File: src/rtl/fsf_pkg.sv
// Shared types, codes and digit helpers for the four-digit segment formatter.
// Used by fsf_ctrl, fsf_render and four_digit_segment_formatter; no dependencies.
package fsf_pkg;

    // Command codes carried in s_tuser
    typedef enum logic [1:0] {
        CMD_VALUE = 2'd0,
        CMD_REL   = 2'd1,
        CMD_TIME  = 2'd2,
        CMD_TICK  = 2'd3
    } cmd_t;

    // What the display currently holds
    typedef enum logic [1:0] {
        KIND_VALUE = 2'd0,
        KIND_REL   = 2'd1,
        KIND_TIME  = 2'd2
    } kind_t;

    // Configuration register indexes
    typedef enum logic [1:0] {
        CFG_BLINK_HALF = 2'd0,
        CFG_MINUS      = 2'd1,
        CFG_PLUS       = 2'd2
    } cfg_idx_t;

    // Sub-mode codes
    localparam logic [1:0] MODE_NORMAL  = 2'd0;
    localparam logic [1:0] MODE_SET     = 2'd1;
    localparam logic [1:0] MODE_SET_MIN = 2'd1;
    localparam logic [1:0] MODE_SET_SEC = 2'd2;

    // Register reset values
    localparam logic [15:0] BLINK_HALF_RESET = 16'd500;
    localparam logic [7:0]  MINUS_RESET      = 8'd64;
    localparam logic [7:0]  PLUS_RESET       = 8'd80;

    // Clamp limits for the time display
    localparam logic [9:0] MIN_LIMIT = 10'd99;
    localparam logic [5:0] SEC_LIMIT = 6'd59;

    // Reciprocals for exact division of a 16-bit value by 10^k
    localparam logic [16:0] RECIP_10    = 17'd52429;   // shift 19
    localparam logic [16:0] RECIP_100   = 17'd83887;   // shift 23
    localparam logic [16:0] RECIP_1000  = 17'd67109;   // shift 26
    localparam logic [16:0] RECIP_10000 = 17'd107375;  // shift 30
    localparam logic [7:0]  RECIP_SMALL = 8'd205;      // shift 11, for values below 1024

    localparam int TDATA_IN_W  = 40;
    localparam int TDATA_OUT_W = 40;

    // Held content plus the blink phase that applies to this beat
    typedef struct packed {
        kind_t       kind;
        logic [15:0] value;
        logic [1:0]  sub_mode;
        logic [9:0]  minutes;
        logic [5:0]  seconds;
        logic        phase;
    } view_t;

    // One display frame
    typedef struct packed {
        logic       colon_on;
        logic [7:0] digit3;
        logic [7:0] digit2;
        logic [7:0] digit1;
        logic [7:0] digit0;
    } frame_t;

    // Four low decimal digits of a 16-bit value
    typedef struct packed {
        logic [3:0] thou;
        logic [3:0] hund;
        logic [3:0] tens;
        logic [3:0] ones;
    } bcd4_t;

    // Segment pattern for a decimal digit, bit0 = a .. bit6 = g
    function automatic logic [7:0] seg7(input logic [3:0] d);
        logic [7:0] p;
        case (d)
            4'd0:    p = 8'h3F;
            4'd1:    p = 8'h06;
            4'd2:    p = 8'h5B;
            4'd3:    p = 8'h4F;
            4'd4:    p = 8'h66;
            4'd5:    p = 8'h6D;
            4'd6:    p = 8'h7D;
            4'd7:    p = 8'h07;
            4'd8:    p = 8'h7F;
            4'd9:    p = 8'h6F;
            default: p = 8'h00;
        endcase
        return p;
    endfunction

    // Times ten as shift and add
    function automatic logic [15:0] mul10(input logic [15:0] x);
        return {x[12:0], 3'b000} + {x[14:0], 1'b0};
    endfunction

    // Low four decimal digits; quotients come from parallel reciprocal products
    function automatic bcd4_t to_bcd4(input logic [15:0] x);
        logic [32:0] p1, p2, p3, p4;
        logic [15:0] q1, q2, q3, q4;
        bcd4_t r;
        p1 = 33'(x) * 33'(RECIP_10);
        p2 = 33'(x) * 33'(RECIP_100);
        p3 = 33'(x) * 33'(RECIP_1000);
        p4 = 33'(x) * 33'(RECIP_10000);
        q1 = 16'(p1 >> 19);
        q2 = 16'(p2 >> 23);
        q3 = 16'(p3 >> 26);
        q4 = 16'(p4 >> 30);
        r.ones = 4'(x  - mul10(q1));
        r.tens = 4'(q1 - mul10(q2));
        r.hund = 4'(q2 - mul10(q3));
        r.thou = 4'(q3 - mul10(q4));
        return r;
    endfunction

    // Tens and ones of a value below 100
    function automatic logic [7:0] split2(input logic [6:0] x);
        logic [14:0] p;
        logic [3:0]  t;
        logic [6:0]  o;
        p = 15'(x) * 15'(RECIP_SMALL);
        t = 4'(p >> 11);
        o = x - 7'(mul10(16'(t)));
        return {t, o[3:0]};
    endfunction

endpackage

File: src/rtl/fsf_ctrl.sv
// Content store and blink timer of the segment formatter.
// Depends on fsf_pkg; feeds fsf_render with the view of each beat.
module fsf_ctrl
    import fsf_pkg::*;
(
    input  logic        aclk,
    input  logic        aresetn,
    input  logic        item_fire,
    input  cmd_t        item_cmd,
    input  logic [15:0] item_value,
    input  logic [1:0]  item_sub_mode,
    input  logic [9:0]  item_minutes,
    input  logic [5:0]  item_seconds,
    input  logic [15:0] blink_half,
    output logic        emit_req,
    output view_t       view
);

    kind_t       kind_reg,      kind_next;
    logic [15:0] value_reg,     value_next;
    logic [1:0]  sub_mode_reg,  sub_mode_next;
    logic [9:0]  minutes_reg,   minutes_next;
    logic [5:0]  seconds_reg,   seconds_next;
    logic        blink_en_reg,  blink_en_next;
    logic        phase_reg,     phase_next;
    logic        dirty_reg,     dirty_next;
    logic [15:0] ticks_reg,     ticks_next;

    logic [15:0] ticks_inc;
    logic        toggle;
    logic        phase_tick;

    // Advance the blink timer for a tick beat
    assign ticks_inc  = ticks_reg + 16'd1;
    assign toggle     = blink_en_reg && (ticks_inc > blink_half);
    assign phase_tick = phase_reg ^ toggle;
    assign emit_req   = (item_cmd == CMD_TICK) && (dirty_reg || toggle);

    // Show the held content with the phase this tick leaves
    always_comb begin
        view.kind     = kind_reg;
        view.value    = value_reg;
        view.sub_mode = sub_mode_reg;
        view.minutes  = minutes_reg;
        view.seconds  = seconds_reg;
        view.phase    = phase_tick;
    end

    // Next state per command
    always_comb begin
        kind_next     = kind_reg;
        value_next    = value_reg;
        sub_mode_next = sub_mode_reg;
        minutes_next  = minutes_reg;
        seconds_next  = seconds_reg;
        blink_en_next = blink_en_reg;
        phase_next    = phase_reg;
        dirty_next    = dirty_reg;
        ticks_next    = ticks_reg;
        if (item_fire) begin
            unique case (item_cmd)
                CMD_VALUE, CMD_TIME: begin
                    if (item_cmd == CMD_VALUE) begin
                        kind_next  = KIND_VALUE;
                        value_next = item_value;
                    end else begin
                        kind_next    = KIND_TIME;
                        minutes_next = item_minutes;
                        seconds_next = item_seconds;
                    end
                    sub_mode_next = item_sub_mode;
                    blink_en_next = (item_sub_mode != MODE_NORMAL);
                    phase_next    = 1'b0;
                    ticks_next    = '0;
                    dirty_next    = 1'b1;
                end
                CMD_REL: begin
                    kind_next     = KIND_REL;
                    value_next    = item_value;
                    sub_mode_next = item_sub_mode;
                    blink_en_next = 1'b0;
                    dirty_next    = 1'b1;
                end
                CMD_TICK: begin
                    if (blink_en_reg) begin
                        ticks_next = toggle ? 16'd0 : ticks_inc;
                    end
                    phase_next = phase_tick;
                    dirty_next = 1'b0;
                end
                default: begin
                    dirty_next = dirty_reg;
                end
            endcase
        end
    end

    // Hold state
    always_ff @(posedge aclk) begin
        if (!aresetn) begin
            kind_reg     <= KIND_VALUE;
            value_reg    <= '0;
            sub_mode_reg <= '0;
            minutes_reg  <= '0;
            seconds_reg  <= '0;
            blink_en_reg <= 1'b0;
            phase_reg    <= 1'b0;
            dirty_reg    <= 1'b0;
            ticks_reg    <= '0;
        end else begin
            kind_reg     <= kind_next;
            value_reg    <= value_next;
            sub_mode_reg <= sub_mode_next;
            minutes_reg  <= minutes_next;
            seconds_reg  <= seconds_next;
            blink_en_reg <= blink_en_next;
            phase_reg    <= phase_next;
            dirty_reg    <= dirty_next;
            ticks_reg    <= ticks_next;
        end
    end

    // A value or time show restarts the blink cycle
    a_show_restarts: assert property (@(posedge aclk) disable iff (!aresetn)
        item_fire && (item_cmd == CMD_VALUE || item_cmd == CMD_TIME)
        |=> !phase_reg && ticks_reg == 16'd0 && dirty_reg)
        else $error("show beat did not restart blink");

    // A tick leaves the frame clean
    a_tick_cleans: assert property (@(posedge aclk) disable iff (!aresetn)
        item_fire && item_cmd == CMD_TICK |=> !dirty_reg)
        else $error("frame still dirty after tick");

    // Timer and phase stay put while blinking is off and nothing arrives
    a_timer_idle: assert property (@(posedge aclk) disable iff (!aresetn)
        !blink_en_reg && !item_fire |=> $stable(ticks_reg) && $stable(phase_reg))
        else $error("blink timer moved while idle");

    // A relative show stops blinking and keeps the timer
    a_rel_stops: assert property (@(posedge aclk) disable iff (!aresetn)
        item_fire && item_cmd == CMD_REL |=> !blink_en_reg && $stable(ticks_reg))
        else $error("relative show disturbed the blink timer");

endmodule

File: src/rtl/fsf_render.sv
// Frame formatting: decimal split, blanking, sign glyph and time layout.
// Depends on fsf_pkg; driven by the view from fsf_ctrl.
module fsf_render
    import fsf_pkg::*;
(
    input  view_t      view,
    input  logic [7:0] minus_glyph,
    input  logic [7:0] plus_glyph,
    output frame_t     frame
);

    logic        neg;
    logic [15:0] mag;
    logic [15:0] operand;
    bcd4_t       dec;
    logic        ge10, ge100, ge1000;
    logic [6:0]  mm;
    logic [6:0]  ss;
    logic [7:0]  mm_dig;
    logic [7:0]  ss_dig;
    logic [7:0]  sign_glyph;

    // Pick the number to split; the most negative value maps to 32768
    assign neg     = view.value[15];
    assign mag     = neg ? (~view.value + 16'd1) : view.value;
    assign operand = (view.kind == KIND_REL) ? mag : view.value;
    assign dec     = to_bcd4(operand);
    assign ge10    = operand >= 16'd10;
    assign ge100   = operand >= 16'd100;
    assign ge1000  = operand >= 16'd1000;

    // Clamp and split minutes and seconds
    assign mm     = (view.minutes > MIN_LIMIT) ? 7'(MIN_LIMIT) : 7'(view.minutes);
    assign ss     = (view.seconds > SEC_LIMIT) ? 7'(SEC_LIMIT) : 7'(view.seconds);
    assign mm_dig = split2(mm);
    assign ss_dig = split2(ss);

    assign sign_glyph = neg ? minus_glyph : plus_glyph;

    // Lay out the frame for the held kind
    always_comb begin
        frame = '0;
        case (view.kind)
            KIND_TIME: begin
                frame.colon_on = 1'b1;
                if (!(view.sub_mode == MODE_SET_MIN && view.phase)) begin
                    frame.digit0 = seg7(mm_dig[7:4]);
                    frame.digit1 = seg7(mm_dig[3:0]);
                end
                if (!(view.sub_mode == MODE_SET_SEC && view.phase)) begin
                    frame.digit2 = seg7(ss_dig[7:4]);
                    frame.digit3 = seg7(ss_dig[3:0]);
                end
            end
            KIND_REL: begin
                frame.digit1 = ge100 ? seg7(dec.hund) : 8'h00;
                frame.digit2 = ge10  ? seg7(dec.tens) : 8'h00;
                frame.digit3 = seg7(dec.ones);
                // Sign sits just left of the first digit shown
                if (!ge10) begin
                    frame.digit2 = sign_glyph;
                end else if (!ge100) begin
                    frame.digit1 = sign_glyph;
                end else begin
                    frame.digit0 = sign_glyph;
                end
            end
            default: begin
                if (!(view.sub_mode == MODE_SET && view.phase)) begin
                    frame.digit0 = ge1000 ? seg7(dec.thou) : 8'h00;
                    frame.digit1 = ge100  ? seg7(dec.hund) : 8'h00;
                    frame.digit2 = ge10   ? seg7(dec.tens) : 8'h00;
                    frame.digit3 = seg7(dec.ones);
                end
            end
        endcase
    end

endmodule

File: src/rtl/four_digit_segment_formatter.sv
// Top level of the four-digit segment formatter: ports, registers, skid control.
// Depends on fsf_pkg, fsf_ctrl and fsf_render.
//
//  channel   direction  handshake           payload
//  s_        in         s_tvalid/s_tready   tuser cmd, tdata value/sub_mode/minutes/seconds
//  m_        out        m_tvalid/m_tready   tdata digit0..digit3, colon_on
//  cfg_      in         cfg_we              cfg_addr index, cfg_wdata value
//
// One beat a cycle sustained while no held frame stalls an emitting tick. A beat is
// held in the input register, then the state update and the frame formatting (parallel
// reciprocal products) feed the output register that drives m_tvalid on emitting ticks.
// Reset is synchronous, active low, clears all control state and loads register defaults.
// A held frame stalls only tick beats that emit; show beats pass under a stall.
module four_digit_segment_formatter
    import fsf_pkg::*;
(
    input  logic                   aclk,
    input  logic                   aresetn,
    input  logic                   s_tvalid,
    output logic                   s_tready,
    input  logic [TDATA_IN_W-1:0]  s_tdata,   // value[15:0], sub_mode[17:16],
                                              // minutes[27:18], seconds[33:28], zero pad
    input  logic [1:0]             s_tuser,   // cmd[1:0]
    output logic                   m_tvalid,
    input  logic                   m_tready,
    output logic [TDATA_OUT_W-1:0] m_tdata,   // digit0[7:0], digit1[15:8], digit2[23:16],
                                              // digit3[31:24], colon_on[32], zero pad
    input  logic                   cfg_we,
    input  logic [1:0]             cfg_addr,
    input  logic [15:0]            cfg_wdata
);

    logic        in_valid_reg;
    cmd_t        in_cmd_reg;
    logic [15:0] in_value_reg;
    logic [1:0]  in_sub_mode_reg;
    logic [9:0]  in_minutes_reg;
    logic [5:0]  in_seconds_reg;

    logic [15:0] blink_half_reg;
    logic [7:0]  minus_reg;
    logic [7:0]  plus_reg;

    logic        out_valid_reg;
    frame_t      out_frame_reg;

    logic        emit_req;
    logic        advance;
    view_t       view;
    frame_t      frame;

    // Move the held beat on unless it emits into a full output register
    assign advance  = in_valid_reg && (!emit_req || !out_valid_reg || m_tready);
    assign s_tready = !in_valid_reg || advance;

    // Capture input beats
    always_ff @(posedge aclk) begin
        if (!aresetn) begin
            in_valid_reg    <= 1'b0;
            in_cmd_reg      <= CMD_VALUE;
            in_value_reg    <= '0;
            in_sub_mode_reg <= '0;
            in_minutes_reg  <= '0;
            in_seconds_reg  <= '0;
        end else if (s_tready) begin
            in_valid_reg    <= s_tvalid;
            in_cmd_reg      <= cmd_t'(s_tuser);
            in_value_reg    <= s_tdata[15:0];
            in_sub_mode_reg <= s_tdata[17:16];
            in_minutes_reg  <= s_tdata[27:18];
            in_seconds_reg  <= s_tdata[33:28];
        end
    end

    // Configuration writes; indexes beyond the list are dropped
    always_ff @(posedge aclk) begin
        if (!aresetn) begin
            blink_half_reg <= BLINK_HALF_RESET;
            minus_reg      <= MINUS_RESET;
            plus_reg       <= PLUS_RESET;
        end else if (cfg_we) begin
            unique case (cfg_addr)
                CFG_BLINK_HALF: blink_half_reg <= cfg_wdata;
                CFG_MINUS:      minus_reg      <= cfg_wdata[7:0];
                CFG_PLUS:       plus_reg       <= cfg_wdata[7:0];
                default:        blink_half_reg <= blink_half_reg;
            endcase
        end
    end

    fsf_ctrl u_ctrl (
        .aclk          (aclk),
        .aresetn       (aresetn),
        .item_fire     (advance),
        .item_cmd      (in_cmd_reg),
        .item_value    (in_value_reg),
        .item_sub_mode (in_sub_mode_reg),
        .item_minutes  (in_minutes_reg),
        .item_seconds  (in_seconds_reg),
        .blink_half    (blink_half_reg),
        .emit_req      (emit_req),
        .view          (view)
    );

    fsf_render u_render (
        .view        (view),
        .minus_glyph (minus_reg),
        .plus_glyph  (plus_reg),
        .frame       (frame)
    );

    // Load a frame on an emitting tick, drop it once taken
    always_ff @(posedge aclk) begin
        if (!aresetn) begin
            out_valid_reg <= 1'b0;
            out_frame_reg <= '0;
        end else if (advance && emit_req) begin
            out_valid_reg <= 1'b1;
            out_frame_reg <= frame;
        end else if (m_tready) begin
            out_valid_reg <= 1'b0;
        end
    end

    assign m_tvalid = out_valid_reg;
    assign m_tdata  = {{(TDATA_OUT_W - 33){1'b0}}, out_frame_reg};

endmodule
File: config.mk
export PLATFORM = sky130hd
export DESIGN_NAME = four_digit_segment_formatter
export DESIGN_NICKNAME = d
export VERILOG_FILES = /design/src/rtl/fsf_pkg.sv /design/src/rtl/fsf_ctrl.sv /design/src/rtl/fsf_render.sv /design/src/rtl/four_digit_segment_formatter.sv
export SDC_FILE = /design/constraint.sdc
export NUM_CORES = 1
export LEC_CHECK = 0
export BUFFER_PORTS_ARGS = -buffer_cell sky130_fd_sc_hd__buf_2
export CAP_MARGIN = 30
export CORE_MARGIN = 2
export CORE_UTILIZATION = 45
export CTS_BUF_LIST = sky130_fd_sc_hd__clkbuf_4
export DETAILED_ROUTE_END_ITERATION = 7
export GPL_TIMING_DRIVEN = 0
export PLACE_DENSITY = 0.62
export SLEW_MARGIN = 20
export SYNTH_ARGS = -nofsm -noshare
export SYNTH_HDL_FRONTEND = slang
export SYNTH_SLANG_ARGS = --single-unit
File: constraint.sdc
create_clock -name aclk -period 21.5 [get_ports aclk]
set_input_delay 1.075 -clock aclk [delete_from_list [all_inputs] [get_ports aclk]]
set_output_delay 1.075 -clock aclk [all_outputs]
set_load 0.005 [all_outputs]
==> flow_results.xml, run 1 <==
<?xml version="1.0" encoding="UTF-8"?>
<metrics>
  <group name="status">
    <metric name="outcome" unit="">complete, no violations</metric>
  </group>
  <group name="sta">
    <metric name="hold_slack" unit="ns">0.463</metric>
    <metric name="fin_setup_tns" unit="ns">0</metric>
    <metric name="timing.final.max_slew_violations" unit="">0</metric>
    <metric name="timing.final.setup_violations" unit="">0</metric>
    <metric name="worst_pin_slew" unit="ns">0.955</metric>
    <metric name="fin_skew" unit="ns">0.0228</metric>
    <metric name="slew-limit-headroom" unit="%">36.3</metric>
    <metric name="layout_worst_path_cycle_share" unit="%">53.3</metric>
    <metric name="unrepaired_setup_endpoints_after_global_routing" unit="">no</metric>
    <metric name="fin_crit" unit="ns">11.45</metric>
    <metric name="hold_violations" unit="">0</metric>
    <metric name="max_freq" unit="GHz">0.0873</metric>
  </group>
  <group name="drt">
    <metric name="detail_route.wirelength" unit="um">68300</metric>
    <metric name="routed-via-count" unit="">19500</metric>
    <metric name="detail-route-antenna-nets" unit="">0</metric>
    <metric name="first_iter_violations" unit="">938</metric>
    <metric name="drcViolationCount" unit="">0</metric>
    <metric name="post_drt_wl_per_cell" unit="um">18.6</metric>
    <metric name="post_drt_via_cell_ratio" unit="">5.30</metric>
    <metric name="detail_route.first_pass.iterations" unit="">5</metric>
  </group>
  <group name="layout">
    <metric name="drive_gt1_share" unit="%">6.43</metric>
    <metric name="layout.nets" unit="">3812</metric>
    <metric name="largest_register_ffs" unit="">32</metric>
    <metric name="layout_area_growth_over_synthesis" unit="%">8.04</metric>
    <metric name="stdcell_count" unit="">3673</metric>
    <metric name="utilization" unit="%">49.1</metric>
  </group>
  <group name="clock_tree">
    <metric name="postCtsResizedCells" unit="">0</metric>
    <metric name="numCtsBuffers" unit="">17</metric>
    <metric name="cts_tree" unit="">done</metric>
    <metric name="clk_tree_root_cell" unit="">sky130_fd_sc_hd__clkbuf_4</metric>
    <metric name="cts-htree-levels" unit="">4</metric>
    <metric name="clock_sinks" unit="">157</metric>
    <metric name="cts.clk_slew.worst_paths" unit="ns">0.16</metric>
    <metric name="clock_latency" unit="ns">0.64</metric>
    <metric name="cts.hold.buffers_added" unit="">0</metric>
    <metric name="cts_max_path_buffers" unit="">2</metric>
    <metric name="cts.repair_timing.setup_buffer_count" unit="">0</metric>
  </group>
  <group name="critical_path">
    <metric name="setup.worst_path.class" unit="">reg2reg</metric>
    <metric name="timing.critical_path.required" unit="ns">22.00</metric>
    <metric name="crit_top_cell" unit="">sky130_fd_sc_hd__inv_1</metric>
    <metric name="crit_path_max_incr_delay" unit="ns">0.78</metric>
    <metric name="worst_path_max_delay_cell" unit="">sky130_fd_sc_hd__ha_1</metric>
    <metric name="crit_path_dat" unit="ns">11.95</metric>
    <metric name="endpoint_kind" unit="">flop</metric>
    <metric name="timing.critical_path.fanout_max" unit="">16</metric>
    <metric name="startpoint_type" unit="">flop</metric>
  </group>
  <group name="grt">
    <metric name="maximum_number_of_pins_on_one_net_before_global_route_repair" unit="">18</metric>
    <metric name="grt-ovfl-total" unit="">0</metric>
    <metric name="grt_use_total" unit="%">24.7</metric>
    <metric name="global_route_wire_length_before_repair" unit="um">109000</metric>
    <metric name="grt_use_met1" unit="%">31.7</metric>
    <metric name="antenna_violations_before_repair" unit="">1</metric>
    <metric name="met3_routing_resource_usage_after_global_routing" unit="%">2.71</metric>
    <metric name="global_route.usage.met2" unit="%">43.2</metric>
    <metric name="top_usage_layer" unit="">met2</metric>
    <metric name="first_global_vias" unit="">20200</metric>
  </group>
  <group name="synthesis">
    <metric name="yosysWarnings" unit="">0</metric>
    <metric name="post_synth_num_cell_types" unit="">85</metric>
    <metric name="yosysSeqAreaShare" unit="%">12.6</metric>
    <metric name="async_flop_share" unit="%">0</metric>
    <metric name="ys_flop_type" unit="">sky130_fd_sc_hd__dfxtp_1</metric>
    <metric name="post_synth_edffs" unit="">0</metric>
    <metric name="synth.area.top_cells" unit="">sky130_fd_sc_hd__ha_1 27%, sky130_fd_sc_hd__fa_1 25%, sky130_fd_sc_hd__dfxtp_1 13%</metric>
    <metric name="yosys_register_bits" unit="">157</metric>
    <metric name="area_fraction_of_the_dominant_cell_type_after_synthesis" unit="%">26.5</metric>
    <metric name="post_synth_design_cell_area" unit="um^2">25000</metric>
    <metric name="synth.most_common_cell" unit="">sky130_fd_sc_hd__inv_1</metric>
    <metric name="avgSynthCellArea" unit="um^2">9.00</metric>
    <metric name="synthesis.instances" unit="">2780</metric>
    <metric name="yosysTopAreaCell" unit="">sky130_fd_sc_hd__ha_1</metric>
    <metric name="yosys-top-cells-count" unit="">575 x sky130_fd_sc_hd__inv_1, 530 x sky130_fd_sc_hd__ha_1, 307 x sky130_fd_sc_hd__fa_1</metric>
  </group>
  <group name="power_and_ir_drop">
    <metric name="ir_drop" unit="mV">0.0520</metric>
    <metric name="p_leak" unit="nW">15.0</metric>
    <metric name="powerDensity" unit="nW/um^2">32.3</metric>
    <metric name="total_power" unit="uW">873</metric>
  </group>
  <group name="worst_hold_path">
    <metric name="timing.hold.worst.class" unit="">reg2reg</metric>
  </group>
  <group name="die">
    <metric name="die-height" unit="um">240</metric>
    <metric name="floorplan.rows" unit="">86</metric>
    <metric name="core_region" unit="um^2">55000</metric>
    <metric name="initial_core_util" unit="%">45.5</metric>
    <metric name="fp.dieW" unit="um">240</metric>
    <metric name="die_area" unit="um^2">57500</metric>
    <metric name="io_pins" unit="">107</metric>
  </group>
  <group name="placed_design">
    <metric name="gp_congestion" unit="">0.931</metric>
    <metric name="dp.cells" unit="">3639</metric>
    <metric name="placement.io_buffers" unit="">91</metric>
    <metric name="place_hpwl" unit="um">57800</metric>
  </group>
  <group name="run">
    <metric name="drv.max_cap_violation_count" unit="">0</metric>
  </group>
</metrics>
## cells in the final DEF (no fill, tap or decap), types with 52 or more instances in the layout
cell type                  Yosys  routed
sky130_fd_sc_hd__buf_2         0      91
sky130_fd_sc_hd__ha_1        530     530
sky130_fd_sc_hd__fa_1        307     307
sky130_fd_sc_hd__clkbuf_1     52      52
sky130_fd_sc_hd__inv_1       575     575
sky130_fd_sc_hd__nand2_1     271     271
sky130_fd_sc_hd__nor2_1      101     101
sky130_fd_sc_hd__o21ai_0     100      99
sky130_fd_sc_hd__a21oi_1     182     182
sky130_fd_sc_hd__xnor2_1      64      59
sky130_fd_sc_hd__dfxtp_1     157     156
## path summary, 6_finish.rpt
path	slack (ns)	startpoint	cells past startpoint	endpoint
setup / recovery	10.05	u_ctrl.value_reg[0]$_SDFFE_PN0P_	31	m_tdata[14]$_SDFFE_PN0P_
hold / removal	0.46	in_seconds_reg[0]$_SDFFE_PN0P_	2	u_ctrl.seconds_reg[0]$_SDFFE_PN0P_
setup reg to reg	10.05	u_ctrl.value_reg[0]$_SDFFE_PN0P_	31	m_tdata[14]$_SDFFE_PN0P_
hold reg to reg	0.46	in_seconds_reg[0]$_SDFFE_PN0P_	2	u_ctrl.seconds_reg[0]$_SDFFE_PN0P_
## area by class of cell
cell class / instances / area (um^2)
multi-input cells: 1989 / 19600
well taps: 748 / 936
clock buffers: 18 / 135
diodes: 2 / 5.00
inverters: 577 / 2170
plain buffers: 64 / 278
flip-flops and latches: 157 / 3140
repair buffers: 104 / 646
fillers: 5264 / 28000
clock inverters: 14 / 141
## kinds of logic (layout without fill, tap and decap cells)
group / Yosys count / count (layout) / share of synthesized area, %
adders and majority gates: 837 / 837 / 51.1
DFF: 157 / 157 / 12.6
muxes: 37 / 37 / 1.50
other: 1 / 10 / 0.0150
and+or+nand+nor: 555 / 555 / 10.2
AOI/OAI and AO/OA: 447 / 447 / 10.9
xor gates and xnor gates: 105 / 105 / 3.95
buffers and inverters: 641 / 777 / 9.77
## critical path, delay by kind of cell, from the launching register on
kind / cells / cell delay, ns
fa+ha+maj: 9 / 4.45
compound gates: 6 / 2.04
xor+xnor: 7 / 1.84
buf+inv: 6 / 1.67
flops: 1 / 0.74
simple gates: 3 / 0.54
## metrics by stage
| step | worst slack, ns | instance area, um^2 |
|---|---|---|
| final | 10.05 | 27000 |
| after global routing | 9.48 | 27000 |
| after CTS | 10.06 | 27000 |
| after detailed placement | 10.14 | 26700 |
| after global placement | 7.83 | 26400 |
| after floorplan | 12.24 | 25000 |
## per-layer routing
| metal | up-vias | share of wire [%] |
|---|---|---|
| met3 | 95 | 4.5 |
| li1 | 9305 | - |
| met1 | 9582 | 43 |
| met2 | 488 | 49 |
| met5 | - | 0 |
| met4 | 0 | 3.2 |
## power breakdown
group / switching [mW] / internal, mW / leakage (nW) / total [mW]
combinational: 0.236 / 0.147 / 13.6 / 0.383
clock: 0.131 / 0.0544 / 0.152 / 0.186
sequential: 0.00591 / 0.299 / 1.28 / 0.305
Power figures use the tool's default switching activity.
==> run 2: changes to the inputs <==
--- a/config.mk
+++ b/config.mk
@@ -5,6 +5,7 @@
 export SDC_FILE = /design/constraint.sdc
 export NUM_CORES = 1
 export LEC_CHECK = 0
+export ABC_AREA = 1
 export BUFFER_PORTS_ARGS = -buffer_cell sky130_fd_sc_hd__buf_2
 export CAP_MARGIN = 30
 export CORE_MARGIN = 2
@@ -12,7 +13,7 @@
 export CTS_BUF_LIST = sky130_fd_sc_hd__clkbuf_4
 export DETAILED_ROUTE_END_ITERATION = 7
 export GPL_TIMING_DRIVEN = 0
-export PLACE_DENSITY = 0.62
+export PLACE_DENSITY = 0.65
 export SLEW_MARGIN = 20
 export SYNTH_ARGS = -nofsm -noshare
 export SYNTH_HDL_FRONTEND = slang
==> constraint.sdc (replaced) <==
create_clock -name aclk -period 10.33 [get_ports aclk]
set_input_delay 0.5165 -clock aclk [delete_from_list [all_inputs] [get_ports aclk]]
set_output_delay 0.5165 -clock aclk [all_outputs]
set_load 0.005 [all_outputs]
==> run 2 against run 1 <==
Total power grew to 5.6 times the previous value. Combinational power grew to 10 times the previous value. Cell area grew 5.6%. Clock-buffer cell count is 1 lower. Synthesized cell count up 21%. Maximum frequency increased by 17%. Final cell count increased by 16%. Sequential power grew 110%. Critical endpoint is now m_tdata[6]$_SDFFE_PN0P_. Largest power group unchanged.
==> flow_results.xml, run 2 <==
<?xml version="1.0" encoding="UTF-8"?>
<metrics>
  <group name="clock_tree">
    <metric name="cts_max_path_buffers" unit="">2</metric>
    <metric name="numCtsBuffers" unit="">17</metric>
    <metric name="clock_latency" unit="ns">0.59</metric>
    <metric name="clk_tree_root_cell" unit="">sky130_fd_sc_hd__clkbuf_4</metric>
    <metric name="clock_sinks" unit="">157</metric>
    <metric name="cts-htree-levels" unit="">4</metric>
    <metric name="cts.hold.buffers_added" unit="">0</metric>
    <metric name="cts.clk_slew.worst_paths" unit="ns">0.16</metric>
    <metric name="cts_tree" unit="">done</metric>
  </group>
  <group name="synthesis">
    <metric name="avgSynthCellArea" unit="um^2">7.91</metric>
    <metric name="yosysSeqAreaShare" unit="%">11.9</metric>
    <metric name="yosysTopAreaCell" unit="">sky130_fd_sc_hd__ha_1</metric>
    <metric name="post_synth_edffs" unit="">0</metric>
    <metric name="synth.most_common_cell" unit="">sky130_fd_sc_hd__inv_1</metric>
    <metric name="ys_flop_type" unit="">sky130_fd_sc_hd__dfxtp_1</metric>
    <metric name="async_flop_share" unit="%">0</metric>
    <metric name="yosys-top-cells-count" unit="">812 x sky130_fd_sc_hd__inv_1, 530 x sky130_fd_sc_hd__ha_1, 501 x sky130_fd_sc_hd__nand2_1</metric>
    <metric name="synthesis.instances" unit="">3351</metric>
    <metric name="post_synth_num_cell_types" unit="">56</metric>
    <metric name="yosys_register_bits" unit="">157</metric>
    <metric name="area_fraction_of_the_dominant_cell_type_after_synthesis" unit="%">25.0</metric>
    <metric name="synth.area.top_cells" unit="">sky130_fd_sc_hd__ha_1 25%, sky130_fd_sc_hd__fa_1 23%, sky130_fd_sc_hd__dfxtp_1 12%</metric>
    <metric name="post_synth_design_cell_area" unit="um^2">26500</metric>
    <metric name="yosysWarnings" unit="">0</metric>
  </group>
  <group name="critical_path">
    <metric name="setup.worst_path.class" unit="">reg2reg</metric>
    <metric name="timing.critical_path.required" unit="ns">10.82</metric>
    <metric name="crit_path_max_incr_delay" unit="ns">0.71</metric>
    <metric name="crit_top_cell" unit="">sky130_fd_sc_hd__nand2_1</metric>
    <metric name="endpoint_kind" unit="">flop</metric>
    <metric name="startpoint_type" unit="">flop</metric>
    <metric name="worst_path_max_delay_cell" unit="">sky130_fd_sc_hd__xor2_2</metric>
    <metric name="timing.critical_path.fanout_max" unit="">21</metric>
    <metric name="crit_path_dat" unit="ns">10.29</metric>
  </group>
  <group name="sta">
    <metric name="timing.final.setup_violations" unit="">0</metric>
    <metric name="slew-limit-headroom" unit="%">35.1</metric>
    <metric name="max_freq" unit="GHz">0.102</metric>
    <metric name="fin_crit" unit="ns">9.80</metric>
    <metric name="worst_pin_slew" unit="ns">0.973</metric>
    <metric name="fin_skew" unit="ns">0.0281</metric>
    <metric name="layout_worst_path_cycle_share" unit="%">94.9</metric>
    <metric name="hold_violations" unit="">0</metric>
    <metric name="setup_slack" unit="ns">0.532</metric>
    <metric name="unrepaired_setup_endpoints_after_global_routing" unit="">no</metric>
    <metric name="timing.final.max_slew_violations" unit="">0</metric>
  </group>
  <group name="layout">
    <metric name="layout_area_growth_over_synthesis" unit="%">7.70</metric>
    <metric name="drive_gt1_share" unit="%">6.27</metric>
    <metric name="stdcell_count" unit="">4262</metric>
    <metric name="layout.nets" unit="">4384</metric>
    <metric name="leading_cell_type_in_the_layout_fill_and_taps_excluded" unit="">sky130_fd_sc_hd__inv_1</metric>
    <metric name="layout.cell_area.non_filler" unit="um^2">28500</metric>
    <metric name="largest_register_ffs" unit="">32</metric>
    <metric name="utilization" unit="%">49.3</metric>
    <metric name="final_cell_mix" unit="">810 x sky130_fd_sc_hd__inv_1, 529 x sky130_fd_sc_hd__ha_1, 501 x sky130_fd_sc_hd__nand2_1, 307 x sky130_fd_sc_hd__fa_1, 247 x sky130_fd_sc_hd__a21oi_1</metric>
    <metric name="fillers" unit="">5833</metric>
  </group>
  <group name="placed_design">
    <metric name="place_hpwl" unit="um">59700</metric>
    <metric name="placement.io_buffers" unit="">91</metric>
    <metric name="postPlaceCellArea" unit="um^2">28100</metric>
    <metric name="place_ws" unit="ns">0.228</metric>
    <metric name="dp.cells" unit="">4220</metric>
    <metric name="gp_congestion" unit="">0.909</metric>
  </group>
  <group name="grt">
    <metric name="maximum_number_of_pins_on_one_net_before_global_route_repair" unit="">22</metric>
    <metric name="grt-ovfl-total" unit="">0</metric>
    <metric name="global_route_wire_length_before_repair" unit="um">113000</metric>
    <metric name="grt_use_total" unit="%">24.0</metric>
    <metric name="antenna_violations_before_repair" unit="">1</metric>
    <metric name="first_global_vias" unit="">21500</metric>
  </group>
  <group name="die">
    <metric name="core_region" unit="um^2">57900</metric>
    <metric name="floorplan.rows" unit="">88</metric>
    <metric name="die-height" unit="um">247</metric>
    <metric name="fp.dieW" unit="um">247</metric>
    <metric name="die_area" unit="um^2">60800</metric>
    <metric name="io_pins" unit="">107</metric>
    <metric name="initial_core_util" unit="%">45.8</metric>
  </group>
  <group name="run">
    <metric name="drv.max_cap_violation_count" unit="">0</metric>
  </group>
  <group name="worst_hold_path">
    <metric name="timing.hold.worst.class" unit="">in2reg</metric>
  </group>
  <group name="drt">
    <metric name="first_iter_violations" unit="">1394</metric>
    <metric name="post_drt_via_cell_ratio" unit="">5.10</metric>
    <metric name="routed-via-count" unit="">21700</metric>
    <metric name="detail_route.wirelength" unit="um">70900</metric>
    <metric name="drcViolationCount" unit="">0</metric>
    <metric name="post_drt_wl_per_cell" unit="um">16.6</metric>
    <metric name="detail-route-antenna-nets" unit="">0</metric>
    <metric name="detail_route.first_pass.iterations" unit="">7</metric>
  </group>
  <group name="power_and_ir_drop">
    <metric name="p_leak" unit="nW">16.3</metric>
    <metric name="ir_drop" unit="mV">0.156</metric>
    <metric name="powerDensity" unit="nW/um^2">171</metric>
    <metric name="total_power" unit="mW">4.89</metric>
  </group>
  <group name="status">
    <metric name="outcome" unit="">complete, no violations</metric>
  </group>
</metrics>
-- run 2: cell types whose count changed after synthesis, sizes merged, moves of 41 or more --
cell and delta:
a21oi +67, inv +245, nand2 +243, nand3 +130, nor2 +41, o21ai +88
xnor2 -48
-- run 2: through the flow --
| step | TNS (ns) | hold slack, ns |
|---|---|---|
| 6_report | 0 | 0.131 |
| 3_3_place_gp | -25.51 | 0.435 |
| 3_5_place_dp | 0 | 0.440 |
| 5_1_grt | 0 | 0.0974 |
| 2_1_floorplan | 0 | 0.424 |
| 4_1_cts | 0 | 0.102 |
-- run 2: path summary, 6_finish.rpt --
kind                                                       start                           end  slack [ns]  cells after the start
worst max register to register  u_ctrl.value_reg[0]$_SDFFE_PN0P_       m_tdata[6]$_SDFFE_PN0P_        0.53                     32
worst max-delay path            u_ctrl.value_reg[0]$_SDFFE_PN0P_       m_tdata[6]$_SDFFE_PN0P_        0.53                     32
worst min register to register          plus_reg[0]$_SDFFE_PN0P_      plus_reg[0]$_SDFFE_PN0P_        0.46                      2
worst min-delay path                                  s_tdata[5]  in_value_reg[5]$_SDFFE_PN0P_        0.13                      3
-- run 2: cell families (layout without fill, tap and decap cells) --
group	after synthesis	after routing	synth area share (%)
AO/OA/AOI/OAI	518	518	10.6
XOR/XNOR	61	61	2.04
adder cells (fa/ha/maj)	837	837	48.2
buffers and inverters	876	1013	12.6
flip-flops	157	157	11.9
other	1	10	0.0142
AND/OR/NAND/NOR	901	901	14.7
-- run 2: area by class of cell --
cell class              count  area (um^2)  share of cell area, %
flip-flops and latches    157         3140                   11.0
repair buffers            105          616                   2.16
clock inverters            15          171                  0.601
inverters                 823         3100                   10.9
diodes                      2         5.00                 0.0175
plain buffers              53          248                  0.868
multi-input cells        2325        20200                   70.7
clock buffers              17          128                  0.447
well taps                 765          957                   3.35
-- run 2: repair_timing --
action                                  in CTS  in global routing
endpoints found under the setup margin       0                 21
setup buffers                                0                  8
gates resized for setup                      0                  5
-- run 2: critical path, delay by kind of cell, from the launching register on --
| family | cells | cell delay (ns) |
|---|---|---|
| buffers and inverters | 8 | 2.17 |
| AOI/OAI and AO/OA | 2 | 0.54 |
| and+or+nand+nor | 13 | 2.04 |
| adders and majority gates | 8 | 3.84 |
| DFF | 1 | 0.36 |
| xor gates and xnor gates | 1 | 0.71 |
-- run 2: metal layers --
| metal | share of wire [%] | track usage [%] | wire length (um) | vias up |
|---|---|---|---|---|
| li1 | - | - | - | 10800 |
| met3 | 7.2 | 5.37 | 5080 | 96 |
| met1 | 46 | 32.5 | 32600 | 10200 |
| met5 | 0 | 0 | 0 | - |
| met4 | 3.0 | 6.72 | 2100 | 0 |
| met2 | 44 | 38.3 | 31200 | 594 |
-- run 2: power by group --
part           internal [mW]  total (mW)  switching, mW  leakage [nW]
clock network          0.132       0.392          0.260         0.158
registers              0.630       0.645         0.0151          1.29
logic                   1.41        3.85           2.44          14.9
total                   2.17        4.89           2.71          16.3
